==> config.mk <==
export PLATFORM = sky130hd
export DESIGN_NAME = serial_line_command_responder_flat
export DESIGN_NICKNAME = d
export VERILOG_FILES = /design/src/rtl/core/slcr_pkg.sv /design/src/rtl/core/slcr_in_if.sv /design/src/rtl/core/slcr_out_if.sv /design/src/rtl/core/slcr_ram.sv /design/src/rtl/core/serial_line_command_responder.sv /design/src/flat_wrapper.sv
export SDC_FILE = /design/constraint.sdc
export NUM_CORES = 1
export LEC_CHECK = 0
export ABC_CLOCK_PERIOD_IN_PS = 3650
export BUFFER_PORTS_ARGS = -buffer_cell sky130_fd_sc_hd__buf_2
export CAP_MARGIN = 25
export CORE_ASPECT_RATIO = 1.75
export CORE_MARGIN = 3
export CORE_UTILIZATION = 55
export CTS_BUF_LIST = sky130_fd_sc_hd__clkbuf_4 sky130_fd_sc_hd__clkbuf_8
export CTS_CLUSTER_DIAMETER = 50
export DETAILED_ROUTE_END_ITERATION = 8
export PLACE_DENSITY = 0.81
export SYNTH_ARGS = -nofsm -noshare
export SYNTH_HDL_FRONTEND = slang
export SYNTH_SLANG_ARGS = --single-unit
==> constraint.sdc <==
create_clock -name i_clk -period 3.65 [get_ports i_clk]
set_clock_uncertainty 0.05 [all_clocks]
set_input_delay 0.73 -clock i_clk [delete_from_list [all_inputs] [get_ports i_clk]]
set_output_delay 0.73 -clock i_clk [all_outputs]
set_load 0.01 [all_outputs]
==> src/rtl/core/slcr_pkg.sv <==
// shared constants, codes and text tables of the serial line command responder
package slcr_pkg;

    localparam int BYTE_W         = 8;
    localparam int KIND_W         = 2;
    localparam int LINE_DEPTH_DEF = 64;

    // reply kind codes
    localparam logic [KIND_W-1:0] KIND_PONG = 2'd0;
    localparam logic [KIND_W-1:0] KIND_ECHO = 2'd1;
    localparam logic [KIND_W-1:0] KIND_ERR  = 2'd2;
    localparam logic [KIND_W-1:0] KIND_LONG = 2'd3;

    localparam logic [BYTE_W-1:0] CHAR_CR  = 8'h0D;
    localparam logic [BYTE_W-1:0] CHAR_LF  = 8'h0A;
    localparam logic [BYTE_W-1:0] CHAR_NUL = 8'h00;

    // command prefixes and fixed replies, first character in the top byte
    localparam logic [8*4-1:0]  TXT_PING = "PING";
    localparam logic [8*5-1:0]  TXT_ECHO = "ECHO ";
    localparam logic [8*6-1:0]  TXT_PONG = "PONG\r\n";
    localparam logic [8*2-1:0]  TXT_TAIL = "\r\n";
    localparam logic [8*5-1:0]  TXT_ERR  = "ERR\r\n";
    localparam logic [8*18-1:0] TXT_LONG = {"ERR:CMD", "_TOO_LONG", "\r\n"};

    localparam int TXT_IDX_W = 5;

    // character of the ping command at a position
    function automatic logic [BYTE_W-1:0] ping_char(input logic [1:0] pos);
        logic [BYTE_W-1:0] c;
        c = TXT_PING[8*(3 - int'(pos)) +: 8];
        return c;
    endfunction

    // character of the echo prefix at a position below five
    function automatic logic [BYTE_W-1:0] echo_char(input logic [2:0] pos);
        logic [BYTE_W-1:0] c;
        c = CHAR_NUL;
        if (pos < 3'd5) begin
            c = TXT_ECHO[8*(4 - int'(pos)) +: 8];
        end
        return c;
    endfunction

    // byte of a fixed reply text
    function automatic logic [BYTE_W-1:0] text_byte(input logic [KIND_W-1:0] kind,
                                                    input logic [TXT_IDX_W-1:0] idx);
        logic [BYTE_W-1:0] c;
        c = CHAR_NUL;
        case (kind)
            KIND_PONG: if (idx < 5'd6)  c = TXT_PONG[8*(5 - int'(idx)) +: 8];
            KIND_ECHO: if (idx < 5'd2)  c = TXT_TAIL[8*(1 - int'(idx)) +: 8];
            KIND_ERR:  if (idx < 5'd5)  c = TXT_ERR[8*(4 - int'(idx)) +: 8];
            default:   if (idx < 5'd18) c = TXT_LONG[8*(17 - int'(idx)) +: 8];
        endcase
        return c;
    endfunction

    // index of the final byte of a fixed reply text
    function automatic logic [TXT_IDX_W-1:0] text_last(input logic [KIND_W-1:0] kind);
        logic [TXT_IDX_W-1:0] n;
        case (kind)
            KIND_PONG: n = 5'd5;
            KIND_ECHO: n = 5'd1;
            KIND_ERR:  n = 5'd4;
            default:   n = 5'd17;
        endcase
        return n;
    endfunction

endpackage

==> src/rtl/core/slcr_in_if.sv <==
// received byte channel of the serial line command responder
interface slcr_in_if;
    logic                         valid;
    logic                         ready;
    logic [slcr_pkg::BYTE_W-1:0]  in_byte;

    modport source (output valid, output in_byte, input ready);
    modport sink   (input valid, input in_byte, output ready);
endinterface

==> src/rtl/core/slcr_out_if.sv <==
// response byte channel of the serial line command responder
interface slcr_out_if;
    logic                         valid;
    logic                         ready;
    logic [slcr_pkg::BYTE_W-1:0]  out_byte;
    logic [slcr_pkg::KIND_W-1:0]  reply_kind;
    logic                         last;

    modport source (output valid, output out_byte, output reply_kind, output last,
                    input ready);
    modport sink   (input valid, input out_byte, input reply_kind, input last,
                    output ready);
endinterface

==> src/rtl/core/slcr_ram.sv <==
// generic single port write, single port read ram with registered read data
module slcr_ram #(
    parameter int WIDTH = 8,
    parameter int DEPTH = 64
) (
    input  logic                     i_clk,
    input  logic                     i_we,
    input  logic [$clog2(DEPTH)-1:0] i_waddr,
    input  logic [WIDTH-1:0]         i_wdata,
    input  logic                     i_re,
    input  logic [$clog2(DEPTH)-1:0] i_raddr,
    output logic [WIDTH-1:0]         o_rdata
);

    logic [WIDTH-1:0] r_mem [DEPTH];
    logic [WIDTH-1:0] r_rdata;

    // write port and registered read port
    always_ff @(posedge i_clk) begin
        if (i_we) begin
            r_mem[i_waddr] <= i_wdata;
        end
        if (i_re) begin
            r_rdata <= r_mem[i_raddr];
        end
    end

    assign o_rdata = r_rdata;

endmodule

==> src/rtl/core/serial_line_command_responder.sv <==
// top level of the serial line command responder
// a fixed reply reaches the output through the ST_TEXT state and then the output register;
//   an echo with content goes through ST_ECHO_RD (line store read), ST_ECHO_OUT and the output register
// throughput: one received word per cycle while no reply is pending; fixed reply text
//   one word per cycle while the receiver is ready, echoed words read one at a time from the line store
// the block takes no received word while a reply is being sent
// synchronous active low reset empties the line and drops any pending reply
module serial_line_command_responder #(
    parameter int LINE_DEPTH = slcr_pkg::LINE_DEPTH_DEF
) (
    input  logic                i_clk,
    input  logic                i_rst_n,
    slcr_in_if.sink             i_in,
    slcr_out_if.source          o_out
);
    import slcr_pkg::*;

    localparam int AW = $clog2(LINE_DEPTH);
    localparam int IW = (AW > TXT_IDX_W) ? AW : TXT_IDX_W;
    localparam logic [AW-1:0] CAP = AW'(LINE_DEPTH - 1);

    typedef enum logic [1:0] {
        ST_IDLE,
        ST_ECHO_RD,
        ST_ECHO_OUT,
        ST_TEXT
    } t_state;

    t_state              r_state, n_state;
    logic [AW-1:0]       r_len, n_len;
    logic [AW-1:0]       r_eff, n_eff;
    logic                r_zero, n_zero;
    logic                r_ping_ok, n_ping_ok;
    logic                r_echo_ok, n_echo_ok;
    logic [IW-1:0]       r_idx, n_idx;
    logic [KIND_W-1:0]   r_kind, n_kind;
    logic                r_out_valid, n_out_valid;
    logic [BYTE_W-1:0]   r_out_byte, n_out_byte;
    logic [KIND_W-1:0]   r_out_kind, n_out_kind;
    logic                r_out_last, n_out_last;

    logic                in_acc;
    logic                is_eol;
    logic                store_ok;
    logic                out_free;
    logic                first;
    logic                ping_match;
    logic                echo_match;
    logic                mem_we;
    logic                mem_re;
    logic [BYTE_W-1:0]   mem_rdata;
    logic [TXT_IDX_W-1:0] txt_idx;

    assign in_acc   = i_in.valid && (r_state == ST_IDLE);
    assign is_eol   = (i_in.in_byte == CHAR_CR) || (i_in.in_byte == CHAR_LF);
    assign store_ok = (r_len < CAP);
    assign out_free = !r_out_valid || o_out.ready;
    assign first    = (r_len == '0);
    assign txt_idx  = r_idx[TXT_IDX_W-1:0];

    // per position prefix compare of the incoming word
    assign ping_match = (r_len > AW'(3)) || (i_in.in_byte == ping_char(r_len[1:0]));
    assign echo_match = (r_len > AW'(4)) || (i_in.in_byte == echo_char(r_len[2:0]));

    // line store
    assign mem_we = in_acc && !is_eol && store_ok;
    assign mem_re = (r_state == ST_ECHO_RD);

    slcr_ram #(
        .WIDTH (BYTE_W),
        .DEPTH (LINE_DEPTH)
    ) u_line_store (
        .i_clk   (i_clk),
        .i_we    (mem_we),
        .i_waddr (r_len),
        .i_wdata (i_in.in_byte),
        .i_re    (mem_re),
        .i_raddr (r_idx[AW-1:0]),
        .o_rdata (mem_rdata)
    );

    // next state and reply sequencing
    always_comb begin
        n_state     = r_state;
        n_len       = r_len;
        n_eff       = r_eff;
        n_zero      = r_zero;
        n_ping_ok   = r_ping_ok;
        n_echo_ok   = r_echo_ok;
        n_idx       = r_idx;
        n_kind      = r_kind;
        n_out_valid = r_out_valid && !o_out.ready;
        n_out_byte  = r_out_byte;
        n_out_kind  = r_out_kind;
        n_out_last  = r_out_last;

        unique case (r_state)
            ST_IDLE: begin
                if (in_acc) begin
                    if (is_eol) begin
                        if (!first) begin
                            n_len  = '0;
                            n_zero = 1'b0;
                            n_idx  = '0;
                            if ((r_eff == AW'(4)) && r_ping_ok) begin
                                n_kind  = KIND_PONG;
                                n_state = ST_TEXT;
                            end else if ((r_eff >= AW'(5)) && r_echo_ok) begin
                                n_kind = KIND_ECHO;
                                if (r_eff == AW'(5)) begin
                                    n_state = ST_TEXT;
                                end else begin
                                    n_idx   = IW'(5);
                                    n_state = ST_ECHO_RD;
                                end
                            end else begin
                                n_kind  = KIND_ERR;
                                n_state = ST_TEXT;
                            end
                        end
                    end else if (store_ok) begin
                        n_len     = r_len + AW'(1);
                        n_ping_ok = (first || r_ping_ok) && ping_match;
                        n_echo_ok = (first || r_echo_ok) && echo_match;
                        if (first) begin
                            n_zero = (i_in.in_byte == CHAR_NUL);
                            n_eff  = (i_in.in_byte == CHAR_NUL) ? AW'(0) : AW'(1);
                        end else if (!r_zero) begin
                            if (i_in.in_byte == CHAR_NUL) begin
                                n_zero = 1'b1;
                            end else begin
                                n_eff = r_len + AW'(1);
                            end
                        end
                    end else begin
                        n_len   = '0;
                        n_zero  = 1'b0;
                        n_idx   = '0;
                        n_kind  = KIND_LONG;
                        n_state = ST_TEXT;
                    end
                end
            end
            ST_ECHO_RD: begin
                n_state = ST_ECHO_OUT;
            end
            ST_ECHO_OUT: begin
                if (out_free) begin
                    n_out_valid = 1'b1;
                    n_out_byte  = mem_rdata;
                    n_out_kind  = KIND_ECHO;
                    n_out_last  = 1'b0;
                    if ((r_idx + IW'(1)) == IW'(r_eff)) begin
                        n_idx   = '0;
                        n_state = ST_TEXT;
                    end else begin
                        n_idx   = r_idx + IW'(1);
                        n_state = ST_ECHO_RD;
                    end
                end
            end
            ST_TEXT: begin
                if (out_free) begin
                    n_out_valid = 1'b1;
                    n_out_byte  = text_byte(r_kind, txt_idx);
                    n_out_kind  = r_kind;
                    n_out_last  = (txt_idx == text_last(r_kind));
                    if (txt_idx == text_last(r_kind)) begin
                        n_state = ST_IDLE;
                    end else begin
                        n_idx = r_idx + IW'(1);
                    end
                end
            end
            default: begin
                n_state = ST_IDLE;
            end
        endcase
    end

    // state and output register
    always_ff @(posedge i_clk) begin
        if (!i_rst_n) begin
            r_state     <= ST_IDLE;
            r_len       <= '0;
            r_eff       <= '0;
            r_zero      <= 1'b0;
            r_ping_ok   <= 1'b0;
            r_echo_ok   <= 1'b0;
            r_idx       <= '0;
            r_kind      <= KIND_PONG;
            r_out_valid <= 1'b0;
        end else begin
            r_state     <= n_state;
            r_len       <= n_len;
            r_eff       <= n_eff;
            r_zero      <= n_zero;
            r_ping_ok   <= n_ping_ok;
            r_echo_ok   <= n_echo_ok;
            r_idx       <= n_idx;
            r_kind      <= n_kind;
            r_out_valid <= n_out_valid;
        end
        r_out_byte <= n_out_byte;
        r_out_kind <= n_out_kind;
        r_out_last <= n_out_last;
    end

    assign i_in.ready       = (r_state == ST_IDLE);
    assign o_out.valid      = r_out_valid;
    assign o_out.out_byte   = r_out_byte;
    assign o_out.reply_kind = r_out_kind;
    assign o_out.last       = r_out_last;

    // line length never passes the store capacity
    a_len_cap: assert property (@(posedge i_clk) disable iff (!i_rst_n)
        r_len <= CAP)
        else $error("line length beyond capacity");

    // while idle, content length up to the first zero never passes the length of a non-empty line
    a_eff_len: assert property (@(posedge i_clk) disable iff (!i_rst_n)
        (r_state == ST_IDLE) |-> (r_eff <= r_len) || first)
        else $error("content length beyond line length");

    // echo reads stay inside the line content
    a_echo_rd: assert property (@(posedge i_clk) disable iff (!i_rst_n)
        (r_state == ST_ECHO_RD) |-> (r_idx < IW'(r_eff)) && (r_idx >= IW'(5)))
        else $error("echo read outside line content");

    // a final word is followed by no reply word until a new line ends or overflows the store
    a_last_idle: assert property (@(posedge i_clk) disable iff (!i_rst_n)
        (r_state == ST_TEXT && out_free && txt_idx == text_last(r_kind))
        |=> (r_state == ST_IDLE))
        else $error("reply did not finish on its final word");

endmodule

==> src/flat_wrapper.sv <==
// flat-port wrapper written by rule: the top's interface ports become plain ports
module serial_line_command_responder_flat import slcr_pkg::*;
#(
    parameter int LINE_DEPTH = slcr_pkg::LINE_DEPTH_DEF
)
  (i_clk, i_rst_n, i_in_valid, i_in_in_byte, i_in_ready, o_out_valid, o_out_out_byte, o_out_reply_kind, o_out_last, o_out_ready);
  slcr_in_if i_in_i ();
  slcr_out_if o_out_i ();
  input  logic i_clk;
  input  logic i_rst_n;
  input wire logic [$bits(i_in_i.valid)-1:0] i_in_valid;
  input wire logic [$bits(i_in_i.in_byte)-1:0] i_in_in_byte;
  output wire logic [$bits(i_in_i.ready)-1:0] i_in_ready;
  output wire logic [$bits(o_out_i.valid)-1:0] o_out_valid;
  output wire logic [$bits(o_out_i.out_byte)-1:0] o_out_out_byte;
  output wire logic [$bits(o_out_i.reply_kind)-1:0] o_out_reply_kind;
  output wire logic [$bits(o_out_i.last)-1:0] o_out_last;
  input wire logic [$bits(o_out_i.ready)-1:0] o_out_ready;
  assign i_in_i.valid = i_in_valid;
  assign i_in_i.in_byte = i_in_in_byte;
  assign i_in_ready = i_in_i.ready;
  assign o_out_valid = o_out_i.valid;
  assign o_out_out_byte = o_out_i.out_byte;
  assign o_out_reply_kind = o_out_i.reply_kind;
  assign o_out_last = o_out_i.last;
  assign o_out_i.ready = o_out_ready;
  serial_line_command_responder #(.LINE_DEPTH(LINE_DEPTH)) u_core (.i_clk(i_clk), .i_rst_n(i_rst_n), .i_in(i_in_i), .o_out(o_out_i));
endmodule
==> reports/qor.json <==
{
  "outcome": "complete, no violations",
  "totalWireLength_um": 53700,
  "die_h_um": 277,
  "met3WireLength_um": 3400,
  "global_route_wire_length_before_repair_um": 81400,
  "netlist_instances": 1250,
  "tritoncts.num_buffers": 71,
  "initial_core_util": 0.562,
  "min_period_ps": 3190,
  "slew-limit-headroom": 0.389,
  "globalRoute.totalOverflow": 0,
  "clock_power_share": 0.334,
  "clk_pin_slew_worst_paths_ps": 70,
  "fin_ws_ps": 458,
  "worstHoldEndpoint": "u_core.o_out.valid$_SDFF_PN0_",
  "dr_total_vias": 12300,
  "power-per-cell-area_nw_per_um2": 522,
  "finish.net_count": 1355,
  "postLayoutCoreUtil": 0.619,
  "htree_num_levels": 3,
  "tritoncts_num_sinks": 557,
  "port_buffers": 24,
  "dp_hpwl_um": 35700,
  "postSynth.topFlopCell": "sky130_fd_sc_hd__edfxtp_1",
  "post_cts.resized_instances": 0,
  "register_area_um2": 16500,
  "critical_path.reg2reg.endpoint": "u_core.r_echo_ok$_SDFFE_PN0P_",
  "cap_violations": 0,
  "worstReg2RegStart": "u_core.r_len[0]$_SDFFE_PN0P_",
  "top_level_pins": 25,
  "hold_removal_path_class": "primary input to flop",
  "route.antenna.remaining_nets": 0,
  "hold_start": "o_out_ready",
  "power_frac_seq": 0.540,
  "library_cells_used_by_synthesis": 71,
  "synth.net_count": 1271,
  "syn2layout_area_growth_pct": 10.3,
  "drt-initial-drc-count": 1351,
  "setup_viol": 0,
  "ff2ff_path_depth": 7,
  "drt-wirelength-per-cell_um": 27.7,
  "die_w_um": 161,
  "power.net_switching_uw": 3200,
  "avgViaCountPerCell": 6.33,
  "yosysWarningCount": 0,
  "setup_slack_after_placement_ps": 445,
  "post-cts-setup-buffer-count": 0,
  "drc": 0,
  "rsz0062_at_grt": "no",
  "worst_pin_slew_ps": 916,
  "post-synth-top-count-cell": "sky130_fd_sc_hd__edfxtp_1",
  "total_of_hold_buffers_inserted_after_clock_tree_synthesis": 0,
  "synthTopCellsByArea": "sky130_fd_sc_hd__edfxtp_1 69%, sky130_fd_sc_hd__mux4_2 15%, sky130_fd_sc_hd__dfxtp_1 2.2%",
  "synth_edf_count": 531,
  "final.hold.worst_slack_ps": 396,
  "post_route_cells_drive_above_1_share": 0.274,
  "finalHoldViolCount": 0,
  "switching_share": 0.240,
  "yosys_register_bits": 557,
  "synthesis.area_per_instance_um2": 18.5,
  "route.layer.met1.wl_um": 18500,
  "total_power_uw": 13300,
  "cts.root.buffer_cell": "sky130_fd_sc_hd__clkbuf_8",
  "crit_required_ps": 4140,
  "timing.final.crit_share": 0.875,
  "design.die.area_um2": 44700,
  "topRoutingLayerUsed": "met5",
  "holdPathStages": 3,
  "route.met2.wl_um": 29300,
  "worstSetupPathType": "flop to flop",
  "static-leakage-power_uw": 0.00793,
  "worst_case_register_to_register_setup_slack_ps": 460,
  "synth_top_area_cell": "sky130_fd_sc_hd__edfxtp_1",
  "area_occupied_by_multi_input_gates_um2": 6230,
  "synth.top_cell.area_share": 0.689,
  "crit_path_max_fanout": 11,
  "grt_antenna_before_repair": 3,
  "worst_setup_path_end_kind": "flop",
  "ir_drop_uv": 221,
  "clock_tree_from_tritoncts": "built",
  "fillCellCount": 2817,
  "core_ar_um2": 41200,
  "worst_ep_arrival_time_ps": 3680,
  "globalplace.congestion": 0.939,
  "ys_top_cells_by_count": "531 x sky130_fd_sc_hd__edfxtp_1, 158 x sky130_fd_sc_hd__mux4_2, 91 x sky130_fd_sc_hd__nor2_1, 63 x sky130_fd_sc_hd__nand2_1, 34 x sky130_fd_sc_hd__clkbuf_1",
  "cts-root-to-sink-buffers": 3,
  "grt_start_max_net_pins": 85,
  "grt_util_all_layers": 0.248,
  "async_flop_share": 0,
  "clock_latency_ps": 630,
  "yosysSeqAreaShare": 0.712,
  "fmax_mhz": 313,
  "drt-pass1-iter-count": 5,
  "crit_path_start_kind": "flop",
  "internal_power_uw": 10100,
  "synth_area_um2": 23100,
  "max_slew_vio_count": 0,
  "comb_power_share": 0.126,
  "first_global_vias": 12500,
  "row_count": 98,
  "setup_total_negative_slack_ps": 0
}
-- final cells by class --
class                      instances  area share
clock inverter                    30     0.00785
sequential                       557       0.646
inverter                          10     0.00147
antenna                            2    0.000196
tap                              550      0.0270
multi-input combinational        604       0.244
clock buffer                      94      0.0468
timing repair buffer              90      0.0271
-- worst max-delay path, cell delays in order, from the launching register on --
cell and delay (ps):
sky130_fd_sc_hd__dfxtp_1 600, sky130_fd_sc_hd__clkinv_1 390, sky130_fd_sc_hd__ha_1 590, sky130_fd_sc_hd__or3b_2 490, sky130_fd_sc_hd__xnor2_1 150, sky130_fd_sc_hd__a31oi_1 90, sky130_fd_sc_hd__or3_1 380, sky130_fd_sc_hd__o41ai_2 360
-- stage by stage --
step           area (um2)  std cells
6_report            25500       1937
5_1_grt             25500       1936
3_3_place_gp        24100       1811
4_1_cts             25500       1935
2_1_floorplan       23100       1250
3_5_place_dp        24100       1811
-- how the worst max path moves through the flow --
stage / from / end / slack (ps) / depth (start not counted)
final: u_core.r_len[0]$_SDFFE_PN0P_ / u_core.r_echo_ok$_SDFFE_PN0P_ / 460 / 7
after floorplan: i_in_in_byte[0] / u_core.u_line_store.r_mem[14][0]$_DFFE_PP_ / 570 / 6
after detailed placement: i_in_in_byte[0] / u_core.u_line_store.r_mem[18][1]$_DFFE_PP_ / 440 / 6
after global routing: u_core.r_len[0]$_SDFFE_PN0P_ / u_core.r_echo_ok$_SDFFE_PN0P_ / 270 / 7
after CTS: u_core.r_len[0]$_SDFFE_PN0P_ / u_core.r_echo_ok$_SDFFE_PN0P_ / 480 / 7
after global placement: u_core.r_len[0]$_SDFFE_PN0P_ / u_core.r_echo_ok$_SDFFE_PN0P_ / 560 / 7
-- kinds of logic (layout without fill, tap and decap cells) --
group	after synthesis	in the layout	share of synthesized area
AOI/OAI and AO/OA	128	128	0.0375
xor gates and xnor gates	30	30	0.0114
adders and majority gates	9	9	0.00487
buffers and inverters	89	224	0.0195
DFF	557	557	0.712
muxes	166	166	0.157
other	0	2	0
and+or+nand+nor	271	271	0.0578
-- power by group through the flow --
stage | clock network, uW | logic, uW | registers [uW]
3_3_place_gp | 0 | 1660 | 7330
5_1_grt | 4800 | 1790 | 7200
3_5_place_dp | 0 | 1690 | 7330
6_report | 4450 | 1680 | 7200
2_1_floorplan | 0 | 1180 | 7280
4_1_cts | 4520 | 1690 | 7200
-- flip-flops by register name (all words and copies together) (netlist names) --
signal / flops
u_core.o_out.last: 1
u_core.o_out.out_byte: 8
u_core.o_out.reply_kind: 2
u_core.o_out.valid: 1
u_core.r_echo_ok: 1
u_core.r_eff: 6
u_core.r_idx: 6
u_core.r_kind: 2
u_core.r_len: 6
u_core.r_ping_ok: 1
u_core.r_state: 2
u_core.r_zero: 1
u_core.u_line_store.o_rdata: 8
u_core.u_line_store.r_mem: 512
-- layer usage --
layer  up-vias  GRT usage
met2       603      0.443
li1       5228          -
met4         2      0.109
met5         -          0
met3       128     0.0388
met1      6301      0.296
-- cell usage in the layout (no fill, tap or decap), types with 7 or more instances in the layout --
cell	n
sky130_fd_sc_hd__and2_1	8
sky130_fd_sc_hd__buf_2	24
sky130_fd_sc_hd__a22oi_1	8
sky130_fd_sc_hd__clkinv_2	11
sky130_fd_sc_hd__nor3b_1	7
sky130_fd_sc_hd__nor3_1	12
sky130_fd_sc_hd__a21oi_1	27
sky130_fd_sc_hd__nand2_1	63
sky130_fd_sc_hd__nor2b_1	23
sky130_fd_sc_hd__xnor2_1	21
sky130_fd_sc_hd__edfxtp_1	531
sky130_fd_sc_hd__inv_1	8
sky130_fd_sc_hd__clkbuf_8	78
sky130_fd_sc_hd__mux4_2	158
sky130_fd_sc_hd__nand3_1	16
sky130_fd_sc_hd__a31oi_1	16
sky130_fd_sc_hd__xor2_1	9
sky130_fd_sc_hd__a211oi_1	9
sky130_fd_sc_hd__o21ai_0	17
sky130_fd_sc_hd__buf_4	60
sky130_fd_sc_hd__clkbuf_4	16
sky130_fd_sc_hd__clkinv_1	13
sky130_fd_sc_hd__o21ai_1	7
sky130_fd_sc_hd__ha_1	9
sky130_fd_sc_hd__nor2_1	91
sky130_fd_sc_hd__dfxtp_1	22
No activity file was read; power rests on OpenSTA's default activity.
